==> src/sv/button_debounce_long_press_repeat_defines.svh <==
// ----------------------------------------------------------------------------
// button_debounce_long_press_repeat_defines
// assertion macros shared by the button debounce block
// ----------------------------------------------------------------------------
`ifndef BUTTON_DEBOUNCE_LONG_PRESS_REPEAT_DEFINES_SVH
`define BUTTON_DEBOUNCE_LONG_PRESS_REPEAT_DEFINES_SVH

// same-cycle implication, disabled during reset
`define BDLPR_ASSERT_NOW(label, clk, rst_n, ante, cons) \
    label: assert property (@(posedge clk) disable iff (!(rst_n)) (ante) |-> (cons)) \
        else $error("bdlpr assertion failed");

// next-cycle implication, disabled during reset
`define BDLPR_ASSERT_NEXT(label, clk, rst_n, ante, cons) \
    label: assert property (@(posedge clk) disable iff (!(rst_n)) (ante) |=> (cons)) \
        else $error("bdlpr assertion failed");

`endif

==> src/sv/bdlpr_pkg.sv <==
`timescale 1ns / 1ps
// ----------------------------------------------------------------------------
// bdlpr_pkg
// shared widths, register map, phase codes and reset values
// ----------------------------------------------------------------------------
package bdlpr_pkg;

    localparam int COUNT_WIDTH_DEFAULT = 16;
    localparam int THRESH_W            = 16;
    localparam int IN_TDATA_W          = 8;
    localparam int OUT_TDATA_W         = 8;
    localparam int APB_ADDR_W          = 4;
    localparam int APB_DATA_W          = 32;

    // register indexes
    localparam logic [1:0] REG_HOLD_MODE   = 2'd0;
    localparam logic [1:0] REG_DEBOUNCE    = 2'd1;
    localparam logic [1:0] REG_LONG_PRESS  = 2'd2;
    localparam logic [1:0] REG_REPEAT      = 2'd3;

    // phase codes
    localparam logic [1:0] PH_IDLE     = 2'd0;
    localparam logic [1:0] PH_DEBOUNCE = 2'd1;
    localparam logic [1:0] PH_LONG     = 2'd2;
    localparam logic [1:0] PH_RELEASE  = 2'd3;

    // register reset values
    localparam logic                HOLD_MODE_RST  = 1'b1;
    localparam logic [THRESH_W-1:0] DEBOUNCE_RST   = 16'd30;
    localparam logic [THRESH_W-1:0] LONG_PRESS_RST = 16'd3000;
    localparam logic [THRESH_W-1:0] REPEAT_RST     = 16'd100;

    typedef struct packed {
        logic [1:0] phase;
        logic       repeat_event;
        logic       press_event;
    } result_t;

endpackage

==> src/sv/button_debounce_long_press_repeat.sv <==
`timescale 1ns / 1ps
// ----------------------------------------------------------------------------
// button_debounce_long_press_repeat
// debounced push button with optional long-press auto-repeat
// ----------------------------------------------------------------------------
// Usage: feed one request per millisecond tick on the s_ channel, carrying
// the sampled active-low pin in s_tdata[0]. Every request yields exactly one
// result on the m_ channel: press_event, repeat_event and the phase reached
// after that tick. The phase machine and the saturating tick counter update
// in the same cycle a request is accepted.
// The result is registered; m_tvalid rises the cycle after input acceptance.
// Throughput: one request every cycle while m_tready is high; the next-state
// logic is a single increment and three compares between the input handshake
// and the result register.
// Stall: the result register holds while m_tready is low; s_tready follows
// as (!m_tvalid || m_tready), so a new request is taken in the same cycle
// the pending result leaves.
// Reset (aresetn low, synchronous): phase idle, counter zero, no result
// pending, registers back to hold mode on, 30 / 3000 / 100 ticks. The user
// writes thresholds over the APB port only while the block is idle; unenforced.
// ----------------------------------------------------------------------------
`include "button_debounce_long_press_repeat_defines.svh"

module button_debounce_long_press_repeat
    import bdlpr_pkg::*;
#(
    parameter int COUNT_WIDTH = COUNT_WIDTH_DEFAULT
) (
    input  logic                   aclk,
    input  logic                   aresetn,
    // input channel
    input  logic                   s_tvalid,
    output logic                   s_tready,
    input  logic [IN_TDATA_W-1:0]  s_tdata,   // [0] pin_level, [7:1] zero
    // result channel
    output logic                   m_tvalid,
    input  logic                   m_tready,
    output logic [OUT_TDATA_W-1:0] m_tdata,   // [0] press_event, [1] repeat_event,
                                              // [3:2] phase, [7:4] zero
    // configuration port
    input  logic                   psel,
    input  logic                   penable,
    input  logic                   pwrite,
    input  logic [APB_ADDR_W-1:0]  paddr,
    input  logic [APB_DATA_W-1:0]  pwdata,
    output logic [APB_DATA_W-1:0]  prdata,
    output logic                   pready
);

    localparam int CMP_W = (COUNT_WIDTH > THRESH_W) ? COUNT_WIDTH : THRESH_W;

    // configuration registers
    logic                hold_mode_reg;
    logic [THRESH_W-1:0] debounce_reg;
    logic [THRESH_W-1:0] long_press_reg;
    logic [THRESH_W-1:0] repeat_reg;

    // state
    logic [1:0]             phase_reg, phase_next;
    logic [COUNT_WIDTH-1:0] elapsed_reg, elapsed_next;
    logic [COUNT_WIDTH-1:0] elapsed_inc;

    // result register
    logic    out_valid_reg;
    result_t out_data_reg;
    result_t res_next;

    logic       in_accept;
    logic       pressed;
    logic       cfg_write;
    logic [1:0] cfg_index;
    logic       over_debounce, over_long, over_repeat;

    assign pready    = 1'b1;
    assign cfg_write = psel && penable && pwrite;
    assign cfg_index = paddr[3:2];

    always_ff @(posedge aclk) begin
        if (!aresetn) begin
            hold_mode_reg  <= HOLD_MODE_RST;
            debounce_reg   <= DEBOUNCE_RST;
            long_press_reg <= LONG_PRESS_RST;
            repeat_reg     <= REPEAT_RST;
        end else if (cfg_write) begin
            case (cfg_index)
                REG_HOLD_MODE:  hold_mode_reg  <= pwdata[0];
                REG_DEBOUNCE:   debounce_reg   <= pwdata[THRESH_W-1:0];
                REG_LONG_PRESS: long_press_reg <= pwdata[THRESH_W-1:0];
                REG_REPEAT:     repeat_reg     <= pwdata[THRESH_W-1:0];
                default: ;
            endcase
        end
    end

    always_comb begin
        case (cfg_index)
            REG_HOLD_MODE:  prdata = APB_DATA_W'(hold_mode_reg);
            REG_DEBOUNCE:   prdata = APB_DATA_W'(debounce_reg);
            REG_LONG_PRESS: prdata = APB_DATA_W'(long_press_reg);
            REG_REPEAT:     prdata = APB_DATA_W'(repeat_reg);
            default:        prdata = '0;
        endcase
    end

    assign s_tready  = !out_valid_reg || m_tready;
    assign in_accept = s_tvalid && s_tready;
    assign pressed   = !s_tdata[0];

    // saturating tick count, frozen while idle
    assign elapsed_inc = ((phase_reg != PH_IDLE) && (elapsed_reg != '1))
                       ? elapsed_reg + COUNT_WIDTH'(1) : elapsed_reg;

    assign over_debounce = CMP_W'(elapsed_inc) > CMP_W'(debounce_reg);
    assign over_long     = CMP_W'(elapsed_inc) > CMP_W'(long_press_reg);
    assign over_repeat   = CMP_W'(elapsed_inc) > CMP_W'(repeat_reg);

    always_comb begin
        phase_next   = phase_reg;
        elapsed_next = elapsed_inc;
        res_next     = '0;
        case (phase_reg)
            PH_IDLE: begin
                if (pressed) begin
                    elapsed_next = '0;
                    phase_next   = PH_DEBOUNCE;
                end
            end
            PH_DEBOUNCE: begin
                if (over_debounce) begin
                    res_next.press_event = 1'b1;
                    elapsed_next         = '0;
                    phase_next           = hold_mode_reg ? PH_LONG : PH_RELEASE;
                end
            end
            PH_LONG: begin
                if (pressed && over_long) begin
                    elapsed_next = '0;
                    phase_next   = PH_RELEASE;
                end else if (!pressed) begin
                    phase_next = PH_IDLE;
                end
            end
            default: begin
                if (!pressed) begin
                    phase_next = PH_IDLE;
                end else if (hold_mode_reg && over_repeat) begin
                    res_next.repeat_event = 1'b1;
                    elapsed_next          = '0;
                end
            end
        endcase
        res_next.phase = phase_next;
    end

    always_ff @(posedge aclk) begin
        if (!aresetn) begin
            phase_reg     <= PH_IDLE;
            elapsed_reg   <= '0;
            out_valid_reg <= 1'b0;
        end else begin
            if (in_accept) begin
                phase_reg   <= phase_next;
                elapsed_reg <= elapsed_next;
            end
            if (in_accept) begin
                out_valid_reg <= 1'b1;
            end else if (m_tready) begin
                out_valid_reg <= 1'b0;
            end
        end
    end

    always_ff @(posedge aclk) begin
        if (in_accept) begin
            out_data_reg <= res_next;
        end
    end

    assign m_tvalid = out_valid_reg;
    assign m_tdata  = OUT_TDATA_W'(out_data_reg);

    // press event only on leaving debounce
    `BDLPR_ASSERT_NOW(a_press_phase, aclk, aresetn,
        out_valid_reg && out_data_reg.press_event,
        out_data_reg.phase == PH_LONG || out_data_reg.phase == PH_RELEASE)

    // repeat event only while held in awaiting release
    `BDLPR_ASSERT_NOW(a_repeat_phase, aclk, aresetn,
        out_valid_reg && out_data_reg.repeat_event,
        out_data_reg.phase == PH_RELEASE && !out_data_reg.press_event)

    // released pin in idle stays idle with no events
    `BDLPR_ASSERT_NEXT(a_idle_hold, aclk, aresetn,
        in_accept && phase_reg == PH_IDLE && s_tdata[0],
        m_tvalid && m_tdata[3:0] == 4'b0000 && phase_reg == PH_IDLE)

endmodule

==> config.mk <==
export PLATFORM = sky130hd
export DESIGN_NAME = button_debounce_long_press_repeat
export DESIGN_NICKNAME = d
export VERILOG_FILES = /design/src/sv/bdlpr_pkg.sv /design/src/sv/button_debounce_long_press_repeat.sv
export VERILOG_INCLUDE_DIRS = /design/src /design/src/sv
export SDC_FILE = /design/constraint.sdc
export NUM_CORES = 1
export LEC_CHECK = 0
export BUFFER_PORTS_ARGS = -buffer_cell sky130_fd_sc_hd__buf_2
export CAP_MARGIN = 5
export CORE_MARGIN = 5
export CORE_UTILIZATION = 55
export CTS_CLUSTER_DIAMETER = 150
export CTS_CLUSTER_SIZE = 8
export DETAILED_ROUTE_END_ITERATION = 8
export PLACE_DENSITY = 0.85
export SLEW_MARGIN = 40
export SYNTH_ARGS = -nofsm -noshare
export SYNTH_HDL_FRONTEND = slang
export SYNTH_SLANG_ARGS = --single-unit
export TNS_END_PERCENT = 1
==> constraint.sdc <==
create_clock -name aclk -period 5.55 [get_ports aclk]
set_input_delay 0.2775 -clock aclk [delete_from_list [all_inputs] [get_ports aclk]]
set_output_delay 0.2775 -clock aclk [all_outputs]
set_load 0.005 [all_outputs]
# ---- Yosys cells after proc, flatten, opt, wreduce, memory -nomap -nowiden
# Index checks and enable logic that the tools add are counted.
dict set report word_totals {
  ramBits 0
  romBits 0
  latch_bits 0
  in_bits 51
  ff_bits 72
  memories 0
}
dict set report op_classes {
  addsub 1
  n_lt_le_gt_ge 3
  reduce_logical 18
  n_mul 0
  div 0
  n_mux 18
  n_eq_ne 6
  bitwise 0
  shifts 0
}
# op n
set ops {}
lappend ops {{$pmux 32 s4} 1}
lappend ops {{$mux 16} 6}
lappend ops {{$gt 16x16->1} 3}
lappend ops {{$pmux 16 s3} 1}
lappend ops {{$add 16x1->16 const B} 1}
lappend ops {{$ne 16x16->1 const B} 1}
lappend ops {{$mux 2} 4}
lappend ops {{$reduce_and 2->1} 4}
lappend ops {{$eq 2x2->1 const B} 3}
lappend ops {{$logic_and 1x1->1} 6}
lappend ops {{$pmux 2 s3} 1}
lappend ops {{$mux 1} 5}
lappend ops {{$eq 2x1->1 const B} 2}
lappend ops {{$logic_not 2->1} 2}
lappend ops {{$reduce_bool 2->1} 2}
lappend ops {{$reduce_or 4->1} 1}
lappend ops {{$logic_not 1->1} 2}
lappend ops {{$logic_or 1x1->1} 1}

# ---- Logic depth before layout (Yosys ltp)
dict set report depth {
  ltp_word 8
  mapped_depth 18
}

# ---- Worst setup path after synthesis
# No wires, ideal clock.
dict set report synth_path {
  kind {reg2reg}
  start {register elapsed_reg[1]}
  end {register elapsed_reg[0]}
  setup_ns 0.093
  n_path_buf 0
  stages_incl_launch_ff 17
  t_arrival_ns 3.853
  setup_slack_ns 1.604
  period_less_slack_ns 3.946
  required_ns 5.457
  path_cell_list {dfxtp_1 ha_1 nand3_1 nor4_4 or4_4 nor2_1 nand4_1 xnor2_1 ha_1 and3_1 a221o_1 a311o_1 a21oi_1 o22a_1 o211ai_2 a2111o_1 o311ai_2}
}
dict set report synth_between {
  elab_chain_cells 8
}
# element line_no
set synth_rtl {}
lappend synth_rtl {{start: declaration} button_debounce_long_press_repeat.sv:60} ;# logic [COUNT_WIDTH-1:0] elapsed_reg, elapsed_next;
lappend synth_rtl {{start signal: assignment} button_debounce_long_press_repeat.sv:163} ;# elapsed_reg <= elapsed_next;
lappend synth_rtl {{branches (longest 2 deep; another with $add 16x1->16)} -}
lappend synth_rtl {{$mux 16 (*)} button_debounce_long_press_repeat.sv:111} ;# ? elapsed_reg + COUNT_WIDTH'(1) : elapsed_reg;
lappend synth_rtl {{$gt 16x16->1} button_debounce_long_press_repeat.sv:115} ;# assign over_repeat = CMP_W'(elapsed_inc) > CMP_W'(repeat_reg);
lappend synth_rtl {{$logic_and 1x1->1} button_debounce_long_press_repeat.sv:146} ;# end else if (hold_mode_reg && over_repeat) begin
lappend synth_rtl {{$mux 16} button_debounce_long_press_repeat.sv:146}
lappend synth_rtl {{$mux 16} button_debounce_long_press_repeat.sv:144} ;# if (!pressed) begin
lappend synth_rtl {{$pmux 16 s3 (*)} button_debounce_long_press_repeat.sv:121} ;# case (phase_reg)
# Every way passes the cells marked *.
# A chain may end at the register's enable or synchronous reset.

# ---- Worst setup path in the final report
dict set report layout_path {
  start {register elapsed_reg[0]}
  end {register elapsed_reg[0]}
}
# Same word-level chain as after synthesis.

==> impl_metrics.py <==
metrics = {
    "synthesis": {
        "synth_common_cells": "137 x nand2_1, 68 x dfxtp_1, 56 x a21oi_1, 54 x inv_1, 46 x ha_1",
        "yosysSeqAreaShare_pct": 29.2,
        "ys_types": 72,
        "synth_top_cell_by_area": "dfxtp_1",
        "ys.flop_type": "dfxtp_1",
        "synth.cell_area_um2": 5070,
        "synthTopCellsByArea": "dfxtp_1 27%, ha_1 11%, nand2_1 10%",
        "async_flop_share_pct": 0,
        "synth_top_area_share_pct": 26.9,
        "post-synth-top-count-cell": "nand2_1",
        "synth_area_per_cell_um2": 7.80,
        "synth_cells": 650,
        "synth_warnings": 0,
        "synth_edf_count": 4,
        "ys_ff_latch": 72,
    },
    "clocking": {
        "post_cts_buffers": 0,
        "path_clk_slew_ns": 0.09,
        "clock_sinks": 72,
        "clock_path_buffers": 2,
        "cts_hold_buf": 0,
        "postCtsResizedCells": 0,
        "cts_made_buffers": 9,
        "clkLatencyLatePin_ns": 0.37,
        "htreeDepth": 3,
        "cts_tree": "done",
        "clock-root-buffer": "clkbuf_8",
    },
    "power": {
        "ir_drop_v": 0.000153,
        "p_clk_share_pct": 41.1,
        "pwr_density_cell_nw_per_um2": 207,
        "p_leak_nw": 2.29,
        "share_comb_of_total_power_pct": 10.9,
        "swShare_pct": 28.0,
        "p_int_mw": 0.810,
        "p_switching_mw": 0.315,
        "pwr-share-seq_pct": 47.9,
    },
    "setup_path": {
        "required_ns": 5.83,
        "path_max_fanout": 14,
        "crit_chain": "ha_1 -> nand3_1 -> nor4_4 -> or4_4 -> nor2_1 -> nand4_1 -> xnor2_1 -> ha_1 -> and3_1 -> a221o_1 -> a311o_1 -> a21oi_1 -> o22a_1 -> o211ai_2 -> and2_2 -> o311ai_2",
        "slowest_stage": "or4_4",
        "critPathTopFamily": "simple AND/OR/NAND/NOR gates",
        "endpoint": "elapsed_reg[0]",
        "cp.depth": 16,
        "crit_path_max_incr_delay_ns": 0.57,
        "worst-path-buf-inv": 0,
        "r2r-end": "elapsed_reg[0]",
        "startpoint_type": "flip-flop",
        "cp-startpoint": "elapsed_reg[0]",
        "setup.worst_path.class": "reg2reg",
        "crit_arrival_ns": 5.17,
        "crit_path_frequent_cell": "ha_1",
        "timing.rr.start": "elapsed_reg[0]",
        "rr_worst_depth": 16,
        "r2r_slack_ns": 0.66,
        "cp-end-kind": "flip-flop",
    },
    "routing": {
        "via_count": 4648,
        "route.detailed.drc": 0,
        "drt_iter0_drc": 387,
        "m1WireLength_um": 5420,
        "viasPerCell": 5.91,
        "wl_met3_um": 790,
        "postRouteAntennaNets": 0,
        "wl_met2_um": 6320,
        "routedWlPerCell_um": 16.5,
        "drt_wl_total_um": 13000,
        "first_pass_iters": 5,
        "routed.top_layer": "met4",
    },
    "outcome": {
        "outcome": "finished clean",
    },
    "timing": {
        "tns_ns": 0,
        "finalCritPeriodShare_pct": 88.1,
        "finalHoldViolations": 0,
        "fmax_ghz": 0.205,
        "max_slew_margin_pct": 44.8,
        "slew_violations": 0,
        "setup_ws_ns": 0.663,
        "fin_worst_skew_ns": 0.0139,
        "min_period_ns": 4.89,
        "worstMarginPinSlew_ns": 0.827,
        "rsz0062_at_grt": "no",
        "setup_viol": 0,
    },
    "floorplan": {
        "dieArea_um2": 11200,
        "die_y_um": 106,
        "core_um2": 9110,
        "io_pins": 94,
        "rows": 35,
        "dieWidth_um": 106,
        "start_util_pct": 55.6,
    },
    "worst_hold_path": {
        "hp-class": "in2reg",
    },
    "global_routing": {
        "grt_start_max_net_pins": 49,
        "track_usage_pct": 23.2,
        "grt_pass1_vias": 4435,
        "grt_antenna_before_repair": 0,
        "grt_first_pass_wirelength_um": 21100,
        "grt_overflow": 0,
    },
    "place": {
        "place_ws_ns": 0.755,
        "gp_congestion": 0.947,
        "portBuffers": 47,
        "placed_cell_area_um2": 5210,
        "hpwl_um": 9430,
    },
    "layout": {
        "nets": 767,
        "synthToLayoutAreaGrowth_pct": 7.04,
        "drive_gt1_share_pct": 13.5,
        "fill_cells": 770,
        "final_area_um2": 5430,
        "antenna_cells": 0,
    },
    "run": {
        "max_cap_viol_count": 0,
    },
}
[through the flow]
| stage | instances | power (mW) | util (%) | hold WS (ns) |
|---|---|---|---|---|
| floorplan | 669 | 0.644 | - | 0.403 |
| global placement | 770 | 0.668 | 57.2 | 0.444 |
| detailed placement | 770 | 0.672 | 57.2 | 0.448 |
| CTS | 786 | 1.12 | 59.5 | 0.136 |
| global route | 786 | 1.16 | 59.6 | 0.164 |
| finish | 786 | 1.13 | 59.6 | 0.155 |
[worst min-delay path, cell delays in order]
cell	delay, ns
buf_2	0.11
inv_1	0.05
a21oi_1	0.05
[cell type report]
| class | instances | area, um2 | area share (%) |
|---|---|---|---|
| Inverter | 54 | 203 | 3.74 |
| Sequential cell | 72 | 1480 | 27.3 |
| Clock buffer | 11 | 153 | 2.81 |
| Timing Repair Buffer | 50 | 258 | 4.75 |
| Clock inverter | 5 | 62.6 | 1.15 |
| Multi-Input combinational cell | 483 | 3130 | 57.7 |
| Tap cell | 111 | 139 | 2.56 |
[logic make-up (layout without fill, tap and decap cells)]
family,Yosys count,after routing,synth area share [%]
AO/OA/AOI/OAI,158,158,21.5
XOR/XNOR,20,20,3.60
multiplexers,3,3,0.864
buffers and inverters,114,120,10.5
other,2,21,0.148
AND/OR/NAND/NOR,235,235,22.8
adder cells (fa/ha/maj),46,46,11.4
flip-flops,72,72,29.2
[metal layers]
metal	global-route usage [%]	vias to the layer above
met5	0	-
met4	11.7	0
met3	4.19	39
met2	39.6	172
met1	27.9	2174
li1	-	2263
[placed cells by master (no fill, tap or decap), types with 3 or more instances in the layout]
cell       instances
a211oi_1           4
a21o_1             5
a21oi_1           56
a22o_1            20
and3_1             5
buf_2             47
buf_4              3
clkbuf_8           9
conb_1            21
dfxtp_1           68
edfxtp_1           4
ha_1              46
inv_1             54
nand2_1          136
nand2b_1           4
nand3_1           19
nand4_1            8
nor2_1            12
nor2b_1            6
nor3_1             9
nor4_1             5
o211a_1            3
o211ai_1          14
o21a_1             4
o21ai_0           25
o2bb2ai_1          3
or3_1              6
or4_1              3
or4_4              3
xnor2_1           11
xor2_1             8
[power by group through the flow]
stage | Combinational, mW | Sequential [mW] | Clock (mW)
after floorplan | 0.0975 | 0.546 | 0
after CTS | 0.121 | 0.539 | 0.464
after detailed placement | 0.121 | 0.551 | 0
final | 0.123 | 0.539 | 0.463
after global routing | 0.135 | 0.541 | 0.485
after global placement | 0.117 | 0.551 | 0
[worst min-delay path by stage]
stage / startpoint / end / slack, ns / cells past startpoint
6_report: s_tvalid / m_tvalid / 0.15 / 3
5_1_grt: pwdata[4] / long_press_reg[4] / 0.16 / 3
4_1_cts: s_tvalid / m_tvalid / 0.14 / 3
3_5_place_dp: long_press_reg[14] / long_press_reg[14] / 0.45 / 2
3_3_place_gp: long_press_reg[12] / long_press_reg[12] / 0.44 / 2
2_1_floorplan: pwdata[0] / hold_mode_reg / 0.40 / 2
Power figures use the tool's default switching activity.
